## src/sv/des_rkg_pkg.sv

```systemverilog
`default_nettype none

package des_rkg_pkg;

   localparam int KEY_BITS   = 64;
   localparam int HALF_BITS  = 28;
   localparam int CD_BITS    = 56;
   localparam int SUBKEY_BITS = 48;
   localparam int ROUND_BITS = 4;

   localparam logic [ROUND_BITS-1:0] ROUND_FIRST = 4'd0;
   localparam logic [ROUND_BITS-1:0] ROUND_LAST  = 4'd15;

   typedef logic [HALF_BITS-1:0]   half_type;
   typedef logic [SUBKEY_BITS-1:0] subkey_type;
   typedef logic [ROUND_BITS-1:0]  round_type;

   typedef struct packed {
      subkey_type subkey;
      round_type  round_index;
      logic       last;
   } beat_type;

   // bit positions are counted from 1 at the msb
   localparam logic [6:0] PC1_TABLE [CD_BITS] = '{
      7'd57, 7'd49, 7'd41, 7'd33, 7'd25, 7'd17, 7'd9,
      7'd1,  7'd58, 7'd50, 7'd42, 7'd34, 7'd26, 7'd18,
      7'd10, 7'd2,  7'd59, 7'd51, 7'd43, 7'd35, 7'd27,
      7'd19, 7'd11, 7'd3,  7'd60, 7'd52, 7'd44, 7'd36,
      7'd63, 7'd55, 7'd47, 7'd39, 7'd31, 7'd23, 7'd15,
      7'd7,  7'd62, 7'd54, 7'd46, 7'd38, 7'd30, 7'd22,
      7'd14, 7'd6,  7'd61, 7'd53, 7'd45, 7'd37, 7'd29,
      7'd21, 7'd13, 7'd5,  7'd28, 7'd20, 7'd12, 7'd4
   };

   localparam logic [5:0] PC2_TABLE [SUBKEY_BITS] = '{
      6'd14, 6'd17, 6'd11, 6'd24, 6'd1,  6'd5,
      6'd3,  6'd28, 6'd15, 6'd6,  6'd21, 6'd10,
      6'd23, 6'd19, 6'd12, 6'd4,  6'd26, 6'd8,
      6'd16, 6'd7,  6'd27, 6'd20, 6'd13, 6'd2,
      6'd41, 6'd52, 6'd31, 6'd37, 6'd47, 6'd55,
      6'd30, 6'd40, 6'd51, 6'd45, 6'd33, 6'd48,
      6'd44, 6'd49, 6'd39, 6'd56, 6'd34, 6'd53,
      6'd46, 6'd42, 6'd50, 6'd36, 6'd29, 6'd32
   };

   function automatic logic [CD_BITS-1:0] choice_one(input logic [KEY_BITS-1:0] key);
      logic [CD_BITS-1:0] cd;
      logic [5:0]         idx;
      cd  = '0;
      idx = '0;
      for (int i = 0; i < CD_BITS; i++) begin
         idx = 6'(7'd64 - PC1_TABLE[i]);
         cd[CD_BITS-1-i] = key[idx];
      end
      return cd;
   endfunction

   function automatic subkey_type choice_two(input logic [CD_BITS-1:0] cd);
      subkey_type sk;
      logic [5:0] idx;
      sk  = '0;
      idx = '0;
      for (int i = 0; i < SUBKEY_BITS; i++) begin
         idx = 6'd56 - PC2_TABLE[i];
         sk[SUBKEY_BITS-1-i] = cd[idx];
      end
      return sk;
   endfunction

   function automatic logic single_shift(input round_type r);
      return (r == 4'd0) || (r == 4'd1) || (r == 4'd8) || (r == 4'd15);
   endfunction

   function automatic half_type rotate_half(input half_type h, input logic one_place);
      if (one_place) begin
         return {h[HALF_BITS-2:0], h[HALF_BITS-1]};
      end
      return {h[HALF_BITS-3:0], h[HALF_BITS-1:HALF_BITS-2]};
   endfunction

endpackage

`default_nettype wire

```

## src/sv/des_rkg_schedule.sv

```systemverilog
`default_nettype none

module des_rkg_schedule (
   input  wire logic                  clock,
   input  wire logic                  reset,
   input  wire logic                  req_valid,
   input  wire logic [63:0]           req_key,
   output logic                       req_stall,
   input  wire logic                  take,
   output logic                       beat_valid,
   output des_rkg_pkg::beat_type      beat
);
   import des_rkg_pkg::*;

   half_type  half_c_ff, half_c_in;
   half_type  half_d_ff, half_d_in;
   round_type round_ff, round_in;
   logic      busy_ff, busy_in;

   logic                 advance;
   logic                 accept;
   logic                 one_place;
   half_type             rot_c;
   half_type             rot_d;
   logic [CD_BITS-1:0]   cd_key;

   always_comb begin
      one_place = single_shift(round_ff);
      rot_c     = rotate_half(half_c_ff, one_place);
      rot_d     = rotate_half(half_d_ff, one_place);
      advance   = busy_ff && take;
      req_stall = busy_ff && !(advance && (round_ff == ROUND_LAST));
      accept    = req_valid && !req_stall;
      cd_key    = choice_one(req_key);

      beat_valid       = busy_ff;
      beat.subkey      = choice_two({rot_c, rot_d});
      beat.round_index = round_ff;
      beat.last        = (round_ff == ROUND_LAST);

      half_c_in = half_c_ff;
      half_d_in = half_d_ff;
      round_in  = round_ff;
      busy_in   = busy_ff;
      if (advance) begin
         half_c_in = rot_c;
         half_d_in = rot_d;
         round_in  = round_ff + 4'd1;
         busy_in   = (round_ff != ROUND_LAST);
      end
      if (accept) begin
         half_c_in = cd_key[CD_BITS-1:HALF_BITS];
         half_d_in = cd_key[HALF_BITS-1:0];
         round_in  = ROUND_FIRST;
         busy_in   = 1'b1;
      end
   end

   always_ff @(posedge clock) begin
      if (reset) begin
         half_c_ff <= '0;
         half_d_ff <= '0;
         round_ff  <= ROUND_FIRST;
         busy_ff   <= 1'b0;
      end else begin
         half_c_ff <= half_c_in;
         half_d_ff <= half_d_in;
         round_ff  <= round_in;
         busy_ff   <= busy_in;
      end
   end

   // a new key always starts at the first round
   assert property (@(posedge clock) disable iff (reset)
      accept |=> (busy_ff && (round_ff == ROUND_FIRST)))
      else $error("schedule did not restart on new key");

   // a blocked round holds its position
   assert property (@(posedge clock) disable iff (reset)
      (busy_ff && !take) |=> (busy_ff && $stable(round_ff) && $stable(half_c_ff)))
      else $error("round moved while output blocked");

   // the schedule only ends after the last round goes out
   assert property (@(posedge clock) disable iff (reset)
      (busy_ff && !accept && !(advance && (round_ff == ROUND_LAST))) |=> busy_ff)
      else $error("schedule ended early");

   // no new key is taken mid schedule
   assert property (@(posedge clock) disable iff (reset)
      (accept && busy_ff) |-> (advance && (round_ff == ROUND_LAST)))
      else $error("key accepted mid schedule");

endmodule

`default_nettype wire

```

## src/sv/des_rkg_out_reg.sv

```systemverilog
`default_nettype none

module des_rkg_out_reg (
   input  wire logic                  clock,
   input  wire logic                  reset,
   input  wire logic                  beat_valid,
   input  wire des_rkg_pkg::beat_type beat,
   output logic                       take,
   output logic                       rsp_valid,
   input  wire logic                  rsp_stall,
   output logic [47:0]                rsp_subkey,
   output logic [3:0]                 rsp_round_index,
   output logic                       rsp_last
);
   import des_rkg_pkg::*;

   logic     valid_ff, valid_in;
   beat_type beat_ff;

   always_comb begin
      take     = !valid_ff || !rsp_stall;
      valid_in = valid_ff;
      if (take) begin
         valid_in = beat_valid;
      end
      rsp_valid       = valid_ff;
      rsp_subkey      = beat_ff.subkey;
      rsp_round_index = beat_ff.round_index;
      rsp_last        = beat_ff.last;
   end

   always_ff @(posedge clock) begin
      if (reset) begin
         valid_ff <= 1'b0;
      end else begin
         valid_ff <= valid_in;
      end
   end

   always_ff @(posedge clock) begin
      if (take && beat_valid) begin
         beat_ff <= beat;
      end
   end

endmodule

`default_nettype wire

```

## src/sv/des_round_key_generator_core.sv

```systemverilog
`default_nettype none

// DES key schedule. Each key transaction on req_ yields sixteen rsp_ transactions, the
// PC-2 subkeys of rounds 0 to 15 in order, with rsp_last set on round 15. One subkey
// leaves per cycle while rsp_stall is low, a rate set by the single rotate and PC-2 stage
// that produces one round per cycle; the next key is taken in the cycle the round 15 subkey
// moves into the output register, so keys stream back to back with no gap. An accepted key
// is loaded into the schedule register, and its round 0 subkey then passes through the output
// register to rsp_. Parity bits of the key are ignored and every key pattern is accepted.

module des_round_key_generator_core (
   input  wire logic        clock,
   input  wire logic        reset,
   input  wire logic        req_valid,
   output logic             req_stall,
   input  wire logic [63:0] req_key,
   output logic             rsp_valid,
   input  wire logic        rsp_stall,
   output logic [47:0]      rsp_subkey,
   output logic [3:0]       rsp_round_index,
   output logic             rsp_last
);
   import des_rkg_pkg::*;

   logic     take;
   logic     beat_valid;
   beat_type beat;

   des_rkg_schedule u_schedule (
      .clock      (clock),
      .reset      (reset),
      .req_valid  (req_valid),
      .req_key    (req_key),
      .req_stall  (req_stall),
      .take       (take),
      .beat_valid (beat_valid),
      .beat       (beat)
   );

   des_rkg_out_reg u_out_reg (
      .clock           (clock),
      .reset           (reset),
      .beat_valid      (beat_valid),
      .beat            (beat),
      .take            (take),
      .rsp_valid       (rsp_valid),
      .rsp_stall       (rsp_stall),
      .rsp_subkey      (rsp_subkey),
      .rsp_round_index (rsp_round_index),
      .rsp_last        (rsp_last)
   );

endmodule

`default_nettype wire

```

## config.mk

```make
export PLATFORM = sky130hd
export DESIGN_NAME = des_round_key_generator_core
export DESIGN_NICKNAME = d
export VERILOG_FILES = /design/src/sv/des_rkg_pkg.sv /design/src/sv/des_rkg_schedule.sv /design/src/sv/des_rkg_out_reg.sv /design/src/sv/des_round_key_generator_core.sv
export SDC_FILE = /design/constraint.sdc
export NUM_CORES = 1
export LEC_CHECK = 0
export BUFFER_PORTS_ARGS = -buffer_cell sky130_fd_sc_hd__buf_4
export CAP_MARGIN = 5
export CORE_ASPECT_RATIO = 2
export CORE_MARGIN = 5
export CORE_UTILIZATION = 57
export DETAILED_ROUTE_END_ITERATION = 12
export PLACE_DENSITY = 0.85
export SYNTH_ARGS = -nofsm -noshare
export SYNTH_HDL_FRONTEND = slang
export SYNTH_HIERARCHICAL = 1
export SYNTH_SLANG_ARGS = --single-unit
```

## constraint.sdc

```tcl
create_clock -name clock -period 5.3 [get_ports clock]
set_input_delay 1.06 -clock clock [delete_from_list [all_inputs] [get_ports clock]]
set_output_delay 1.06 -clock clock [all_outputs]
set_load 0.1 [all_outputs]
```

==> run metrics, run 1 <==
flops & latches, synth=115; H-tree depth=4; Worst Clk Skew=7.25 ps; status=finished clean; CTS buffer count=17; Num Clock Sinks=about 120; busiest grt layer=met2; overall global routing resource usage=0.231; Layout area overhead=30.4%; Tmin final=approximately 3000 ps; global route overflow=0; xor and xnor area share after synthesis=0.00548; Critical Path AT=1930 ps; simple-gate area share of the yosys netlist=0.0188; Finished Layout Cells=between 600 and 700; met3 usage=0.0628; latest clock arrival within the worst-skew pair=approximately 400 ps; Post-synth top cells=dfxtp_1, o21ai_1, mux2i_1; clock tree from TritonCTS=done; unrepaired setup endpoints after global routing=no; peak supply drop=between 0.2 and 0.3 mV; Placed Cells=~600; clk slew on worst S/H paths=50 ps; worst-margin pin slew=between 800 and 900 ps; pre-CTS WS=around 2300 ps; DR pass1 iterations=5; Via Count=between 3000 and 4000; Synth cell types=25; vias in the first global route=about 3900; # setup viols final=0; Layout Nets=about 580; cell area power density=between 400 and 500 mW/mm^2; core area=a little over 0.008 sq mm; top cell type's share of synthesized area=0.332; post-synth top area cell=edfxtp_1; count leader, synth=dfxtp_1; clk root buf=clkbuf_16; Ys Warns=6; syn avg cell area=between 10 and 15 sq um; post-synthesis mux area share=0.119; drt drc=0; Setup CP Type=in -> out; Slew HR=0.455; Iteration-0 DRC Markers=approximately 320; RePlAce Congestion=0.793; Starting Density=0.582; Primary FF master, synth=dfxtp_1; port bufs=about 110; met1 GRT Util=0.246; initial antenna violation count=1; Clock Path Buffers=2; CP Capture Type=output pin; maxcap violations=0; Req. time, crit path=around 4200 ps; Critical Path Source Type=input port; met2 Use GR=0.395; drt total wl=about 12000 um; crit share post-route=0.564; fin. max-slew vios=0; net count after synthesis=~470; number of synthesized flops with an enable pin=53; post-DR vias/cell=between 5 and 6; average wire per standard cell=19.2 um; CP max FO=4; # Post-CTS Setup Buffers=0; I/O Pins=between 100 and 150; first-pass GRT wire length=about 18000 um; share of cells above drive strength 1=0.304; largest net degree at the start of global routing=57; endpoints failing hold=0; Die Wd=74.8 um; HP Class=reg -> reg; Setup TNS=0 ps; Compound-Gate Fraction of Synth Area=0.170; DIE HEIGHT=about 140 um; Mapped Area=0.00479 sq mm; die footprint=around 0.010 sq mm; Lkg Pwr=3.05 nW; sequential-to-total area share from yosys stat=0.591; Post-CTS Hold Fix Bufs=0; Post-DRT Antenna Nets=0; DP Wirelength=between 7000 and 8000 um; PnR worst setup slack=2310 ps; Post-Syn Instances=about 400; Resized Gates After CTS=0; Peak Freq=around 330 MHz; Area contributors post-synth=edfxtp_1, dfxtp_1, mux2i_1; row cnt=47; fraction of registers with async set/reset=0; largest family of logic cells by synthesized area=compound AO/OA/AOI/OAI gates; adder-cell share of the synthesized area=0.00783
-- critical path, stage by stage --
cell      delay [ps]
buf_4             80
nand2_1          100
a21boi_2         320
buf_4            360
-- cell usage in the layout, fill, tap and decap left out, types with 5 or more instances in the layout --
cell type and instances:
a32oi_1 56, buf_4 120, bufinv_16 5, clkbuf_16 17, clkinv_2 5, dfxtp_1 62
edfxtp_1 53, inv_1 52, mux2i_1 57, o21ai_1 57
-- where the power goes --
group / switching, mW / internal [mW]
Sequential: 0.0341 / 0.997
Combinational: 0.346 / 0.120
Clock: 0.376 / 0.827
Total: 0.756 / 1.94
-- sequential cells by signal, summed over array words and instances, names as in the netlist --
register	cells
u_out_reg/rsp_subkey	48
u_schedule/half_c_ff	28
u_schedule/half_d_ff	28
u_out_reg/rsp_round_index	4
u_schedule/round_ff	4
u_out_reg/rsp_last	1
u_out_reg/rsp_valid	1
u_schedule/beat_valid	1
-- routing by layer --
| metal | wire length (um) | up-vias |
|---|---|---|
| met1 | 4250 | 1790 |
| li1 | - | 1692 |
| met4 | 456 | 0 |
| met2 | 6380 | 165 |
| met5 | 0 | - |
| met3 | 751 | 30 |
-- final timing paths --
path                                  from                        to  slack, ps  cells after the start
setup / recovery                 rsp_stall                 req_stall       2310                      4
hold reg to reg   u_schedule/half_d_ff[20]  u_schedule/half_d_ff[20]        500                      2
hold / removal    u_schedule/half_d_ff[20]  u_schedule/half_d_ff[20]        500                      2
setup reg to reg    u_schedule/round_ff[0]   u_out_reg/rsp_subkey[5]       2590                      6
-- area by class of cell --
type | count | area, sq um
sequential | 115 | 2830
fill | 583 | 1980
multi-input combinational | 198 | 1570
timing repair buffer | 120 | 901
clock buffer | 20 | 437
inverter | 52 | 195
clock inverter | 12 | 186
tap | 98 | 123
antenna | 1 | 2.50
-- through the flow --
stage	utilization	cell area [sq um]	total power [mW]	hold WS (ps)
2_1_floorplan	-	4790	1.40	463
6_report	0.759	6250	2.70	502
4_1_cts	0.759	6250	2.71	505
5_1_grt	0.759	6250	2.79	528
3_5_place_dp	0.683	5620	1.51	490
3_3_place_gp	0.683	5620	1.50	477
-- kinds of logic after synthesis --
group,Yosys count
XOR/XNOR,3
AO/OA/AOI/OAI,118
adder cells (fa/ha/maj),3
flip-flops,115
buffers and inverters,82
multiplexers,57
AND/OR/NAND/NOR,17
No activity file was read; power rests on OpenSTA's default activity.
==> run 2, diff against run 1 <==
--- a/config.mk
+++ b/config.mk
@@ -9,9 +9,9 @@
 export CAP_MARGIN = 5
 export CORE_ASPECT_RATIO = 2
 export CORE_MARGIN = 5
-export CORE_UTILIZATION = 57
+export CORE_UTILIZATION = 48
 export DETAILED_ROUTE_END_ITERATION = 12
-export PLACE_DENSITY = 0.85
+export PLACE_DENSITY = 0.76
 export SYNTH_ARGS = -nofsm -noshare
 export SYNTH_HDL_FRONTEND = slang
 export SYNTH_HIERARCHICAL = 1
==> constraint.sdc (replaced) <==
create_clock -name clock -period 2.7 [get_ports clock]
set_input_delay 0.54 -clock clock [delete_from_list [all_inputs] [get_ports clock]]
set_output_delay 0.54 -clock clock [all_outputs]
set_load 0.1 [all_outputs]
==> run 2 against run 1 <==
Against the previous run:
- utilization shrank 11 points
- combinational power grew 98%
- register-to-register slack lost 2300 ps
- design area grew 0.94%
- sequential power grew 96%
- largest cell class unchanged
- non-clock buffer count grew 3
- clock power grew 80%
- clock skew grew 2.1 ps
- power grew 89%
- critical path depth grew 3
==> run metrics, run 2 (synthesis results as in run 1) <==
DIE HEIGHT=151 um (+8.3%); CP max FO=32 (+28); overall global routing resource usage=0.191 (-0.0393); most common cell after layout, fill and taps aside=buf_4; Num Clock Sinks=115 (unchanged); Die Wd=80.7 um (+7.8%); Largest register FFs=48 (unchanged); Layout Nets=578 (+0.52%); Layout area overhead=31.6%; Setup CP Type=reg -> reg; DR pass1 iterations=4 (-1); average wire per standard cell=17.5 um (-8.9%); endpoints failing hold=0 (unchanged); HP Class=in -> reg; post-DR vias/cell=5.55 (-7.0%); cell area power density=810 mW/mm^2 (+88%); n_diodes=0 (-1); row cnt=51 (+8.5%); # Post-CTS Setup Buffers=0 (unchanged); RePlAce Congestion=0.764 (-3.6%); Critical Path Source Type=flip-flop; crit share post-route=0.877; H-tree depth=4 (unchanged); drt total wl=11400 um (-3.7%); maxcap violations=0 (unchanged); port bufs=114 (unchanged); status=finished clean; CP Capture Type=flip-flop; CTS buffer count=17 (unchanged); clk root buf=clkbuf_16; clock tree from TritonCTS=done; total power=5.11 mW (+89%); initial antenna violation count=0 (-1); Post-CTS Hold Fix Bufs=0 (unchanged); worst-margin pin slew=961 ps (+146 ps); Resized Gates After CTS=0 (unchanged); Slew HR=0.357 (-0.0981); DP Wirelength=7920 um (+5.4%); Core Util, Final=0.646 (-0.113); unrepaired setup endpoints after global routing=no; Worst Clk Skew=9.34 ps (+2.10 ps); Setup TNS=0 ps (unchanged); Clock Path Buffers=2 (unchanged); drt drc=0 (unchanged); Lkg Pwr=3.06 nW (+0.50%); vias in the first global route=3638 (-6.2%); Fin Hold WS=368 ps (-134 ps); peak supply drop=0.470 mV (+59%); global route overflow=0 (unchanged); Placed Cells=620 (+6.3%); Req. time, crit path=3020 ps (-1220 ps); die footprint=0.0122 sq mm (+17%); first-pass GRT wire length=17500 um (-5.5%); Post-DRT Antenna Nets=0 (unchanged); latest clock arrival within the worst-skew pair=400 ps (about the same); I/O Pins=123 (unchanged); most frequent cells in the layout=buf_4, dfxtp_1, mux2i_1, o21ai_1, a32oi_1; fin. max-slew vios=0 (unchanged); Peak Freq=422 MHz; clk slew on worst S/H paths=50 ps (about the same); core area=0.00976 sq mm (+19%); Tmin final=about 2400 ps; Iteration-0 DRC Markers=262 (-17%); Critical Path AT=2690 ps (+760 ps); # setup viols final=0 (unchanged); Starting Density=0.491 (-0.0912); Finished Layout Cells=651 (+5.7%); largest net degree at the start of global routing=35 (-39%); share of cells above drive strength 1=0.304 (+0.000757); Via Count=3613 (-1.7%)
## run 2: per-stage QoR
stage	area, sq um	setup WS (ps)
5_1_grt	6310	203
4_1_cts	6310	343
6_report	6310	333
3_5_place_dp	5730	335
2_1_floorplan	4800	7.12
3_3_place_gp	5730	442
## run 2: path summary, 6_finish.rpt
path	start	end	slack, ps	cells after the start
setup / recovery	u_schedule/round_ff[0]	u_schedule/half_c_ff[12]	330	7
setup reg to reg	u_schedule/round_ff[0]	u_schedule/half_c_ff[12]	330	7
hold reg to reg	u_schedule/half_d_ff[20]	u_schedule/half_d_ff[20]	500	2
hold / removal	req_valid	u_schedule/beat_valid	370	3
## run 2: routing by layer
layer / wire length [um] / up-vias / GRT usage
li1: - / 1703 / -
met1: 4120 / 1760 / 0.195
met2: 6200 / 119 / 0.334
met3: 576 / 31 / 0.0595
met4: 502 / 0 / 0.116
met5: 0 / - / 0
## run 2: critical path, stage by stage, from the launching register on
cell and delay [ps]:
dfxtp_1 400, ha_1 220, and3_4 230, a21boi_4 90, nor2_4 550, buf_4 470, a32oi_1 160, o21ai_1 140
## run 2: report_power, final
| group | leakage, nW | switching (mW) | total (mW) | internal, mW |
|---|---|---|---|---|
| sequential | 1.02 | 0.0638 | 2.02 | 1.96 |
| combinational | 1.75 | 0.676 | 0.925 | 0.249 |
| clock | 0.284 | 0.720 | 2.16 | 1.45 |
| total | 3.06 | 1.46 | 5.11 | 3.65 |
## run 2: layout make-up
cell class,instances,area (sq um)
Timing Repair Buffer,123,961
Clock inverter,5,75.1
Inverter,52,195
Sequential cell,115,2830
Clock buffer,26,499
Tap cell,132,165
Multi-Input combinational cell,198,1580
Fill cell,796,3460
==> run 3, diff against run 2 <==
--- a/config.mk
+++ b/config.mk
@@ -9,9 +9,10 @@
 export CAP_MARGIN = 5
 export CORE_ASPECT_RATIO = 2
 export CORE_MARGIN = 5
-export CORE_UTILIZATION = 48
+export CORE_UTILIZATION = 57
 export DETAILED_ROUTE_END_ITERATION = 12
-export PLACE_DENSITY = 0.76
+export GPL_TIMING_DRIVEN = 0
+export PLACE_DENSITY = 0.85
 export SYNTH_ARGS = -nofsm -noshare
 export SYNTH_HDL_FRONTEND = slang
 export SYNTH_HIERARCHICAL = 1
==> constraint.sdc (replaced) <==
create_clock -name clock -period 2.9 [get_ports clock]
set_input_delay 0.58 -clock clock [delete_from_list [all_inputs] [get_ports clock]]
set_output_delay 0.58 -clock clock [all_outputs]
set_load 0.1 [all_outputs]
==> run 3 against run 2 <==
Against the previous run:
- hold slack improved by 25 ps
- power shrank 4.8%
- highest routed layer unchanged
- wire length rose by 8.6%
- setup slack improved by 240 ps
- critical endpoint is now req_stall
- sequential power fell by 7%
- register-to-register slack better by 520 ps
- clock power is 4% lower
- clock-buffer cell count fell by 4
==> run metrics, run 3 (synthesis results as in run 1) <==
Worst R2R Path Depth=7 (unchanged); Num Clock Sinks=115 (unchanged); share of cells above drive strength 1=0.319 (+0.0148); worst-margin pin slew=547 ps (-414 ps); unrepaired setup endpoints after global routing=no; n_diodes=0 (unchanged); total power=4.86 mW (-4.8%); Die Wd=74.8 um (-7.2%); P_sw=1.40 mW (-3.9%); PnR worst setup slack=568 ps (+235 ps); fin. max-slew vios=0 (unchanged); Slew HR=0.636 (+0.278); Lkg Pwr=3.15 nW (+2.9%); clock power share=0.429 (+0.005); status=finished clean; Post-CTS Hold Fix Bufs=0 (unchanged); pre-CTS WS=788 ps (+453 ps); Layout Nets=600 (+3.8%); drt drc=0 (unchanged); Critical Path, Cell by Cell=ha_1 > and3_4 > a21boi_4 > buf_4; Req. time, crit path=2320 ps (-700 ps); Filler cells=520 (-35%); RePlAce Congestion=0.806 (+5.4%); most frequent cells in the layout=buf_4, dfxtp_1, o21ai_1; Setup TNS=0 ps (unchanged); Layout area overhead=33.4%; Core Util, Final=0.777 (+0.131); CTS buffer count=17 (unchanged); Resized Gates After CTS=0 (unchanged); Storage cell area=0.00283 sq mm (unchanged); Final Cell Area=0.00639 sq mm (+1.4%); # setup viols final=0 (unchanged); WP buf/inv=1 (unchanged); peak supply drop=0.620 mV (+32%); Post-DRT Antenna Nets=0 (unchanged); clk root buf=clkbuf_16; initial antenna violation count=0 (unchanged); Iteration-0 DRC Markers=197 (-25%); multi-input logic area=0.00155 sq mm (-2.1%); clk slew on worst S/H paths=50 ps (about the same); Crit path max-delay family=flip-flops; CP max FO=5 (-84%); Setup CP Type=reg -> out; Starting Density=0.582 (+0.0912); overall global routing resource usage=0.245 (+0.0536); slowest stage delay, CP=350 ps (-200 ps); Comb power frac=0.184 (+0.003); post-DR vias/cell=5.97 (+7.5%); endpoints failing hold=0 (unchanged); I/O Pins=123 (unchanged); Critical Path AT=1750 ps (-940 ps); Sequential Power Share=0.387 (-0.008); Via Count=3819 (+5.7%); WHS Path Cells=3 (unchanged); most common cell after layout, fill and taps aside=buf_4; CP Capture Type=output pin; largest net degree at the start of global routing=39 (+11%); DP Wirelength=8710 um (+10%); core area=0.00823 sq mm (-16%); Crit-path slowest cell=dfxtp_1; Pint=3.46 mW (-5.2%); port bufs=114 (unchanged); DR pass1 iterations=5 (+1); DIE HEIGHT=140 um (-7.7%); Worst Clk Skew=7.15 ps (-2.19 ps); die footprint=0.0105 sq mm (-14%); vias in the first global route=4090 (+12%); cell area power density=761 mW/mm^2 (-6.1%); Finished Layout Cells=640 (-1.7%); Tmin final=between 2000 and 2500 ps; global route overflow=0 (unchanged); Critical Path Source Type=flip-flop; crit share post-route=0.804; latest clock arrival within the worst-skew pair=410 ps (about the same); H-tree depth=4 (unchanged); # Post-CTS Setup Buffers=0 (unchanged); Clock Path Buffers=2 (unchanged); Placed Cells=608 (-1.9%); row cnt=47 (-7.8%); clock tree from TritonCTS=done; Worst path depth=4 (-3); average wire per standard cell=19.3 um (+10%); first-pass GRT wire length=19500 um (+11%); maxcap violations=0 (unchanged); Peak Freq=between 400 and 500 MHz; area post-placement=0.00580 sq mm (+1.2%); HP Class=in -> reg; drt total wl=12400 um (+8.6%); Switching Share=0.288 (+0.00275); Fin Hold WS=393 ps (+25.2 ps); Largest register FFs=48 (unchanged)
[run 3: cell count changes in the layout (fill, tap and decap cells not counted), sizes merged]
cell | before | now
clkbuf | 26 | 29
bufinv | 2 | 3
inv | 52 | 53
clkinvlp | 0 | 2
clkinv | 3 | 4
buf | 123 | 138
[run 3: metal layers]
layer | vias to the layer above | global-route usage | wire length (um)
met5 | - | 0 | 0
met4 | 0 | 0.128 | 433
met3 | 35 | 0.0693 | 810
met2 | 177 | 0.434 | 6910
met1 | 1851 | 0.246 | 4230
li1 | 1756 | - | -
[run 3: path summary, 6_finish.rpt]
path / from / end / slack [ps]
setup / recovery: u_schedule/round_ff[0] / req_stall / 570
hold / removal: req_valid / u_schedule/beat_valid / 390
setup reg to reg: u_schedule/round_ff[0] / u_out_reg/rsp_subkey[45] / 850
hold reg to reg: u_schedule/half_c_ff[5] / u_schedule/half_c_ff[5] / 510
[run 3: worst register-to-register path, cell delays in order, from the launching register on]
cell,delay (ps)
dfxtp_1,410
ha_1,240
and3_4,230
o21bai_2,170
buf_12,200
buf_12,150
mux2i_1,310
inv_1,80
[run 3: power by group through the flow]
stage / combinational [mW] / sequential, mW / clock (mW)
2_1_floorplan: 0.281 / 2.28 / 0
3_3_place_gp: 0.869 / 1.91 / 0
3_5_place_dp: 0.890 / 1.91 / 0
4_1_cts: 0.897 / 1.88 / 2.11
5_1_grt: 0.935 / 1.89 / 2.19
6_report: 0.896 / 1.88 / 2.08
[run 3: cell type report]
class,count,area share
flip-flops and latches,115,0.443
multi-input cells,198,0.242
repair buffers,115,0.137
clock buffers,22,0.0726
plain buffers,30,0.0354
inverters,52,0.0305
clock inverters,10,0.0205
well taps,98,0.0192
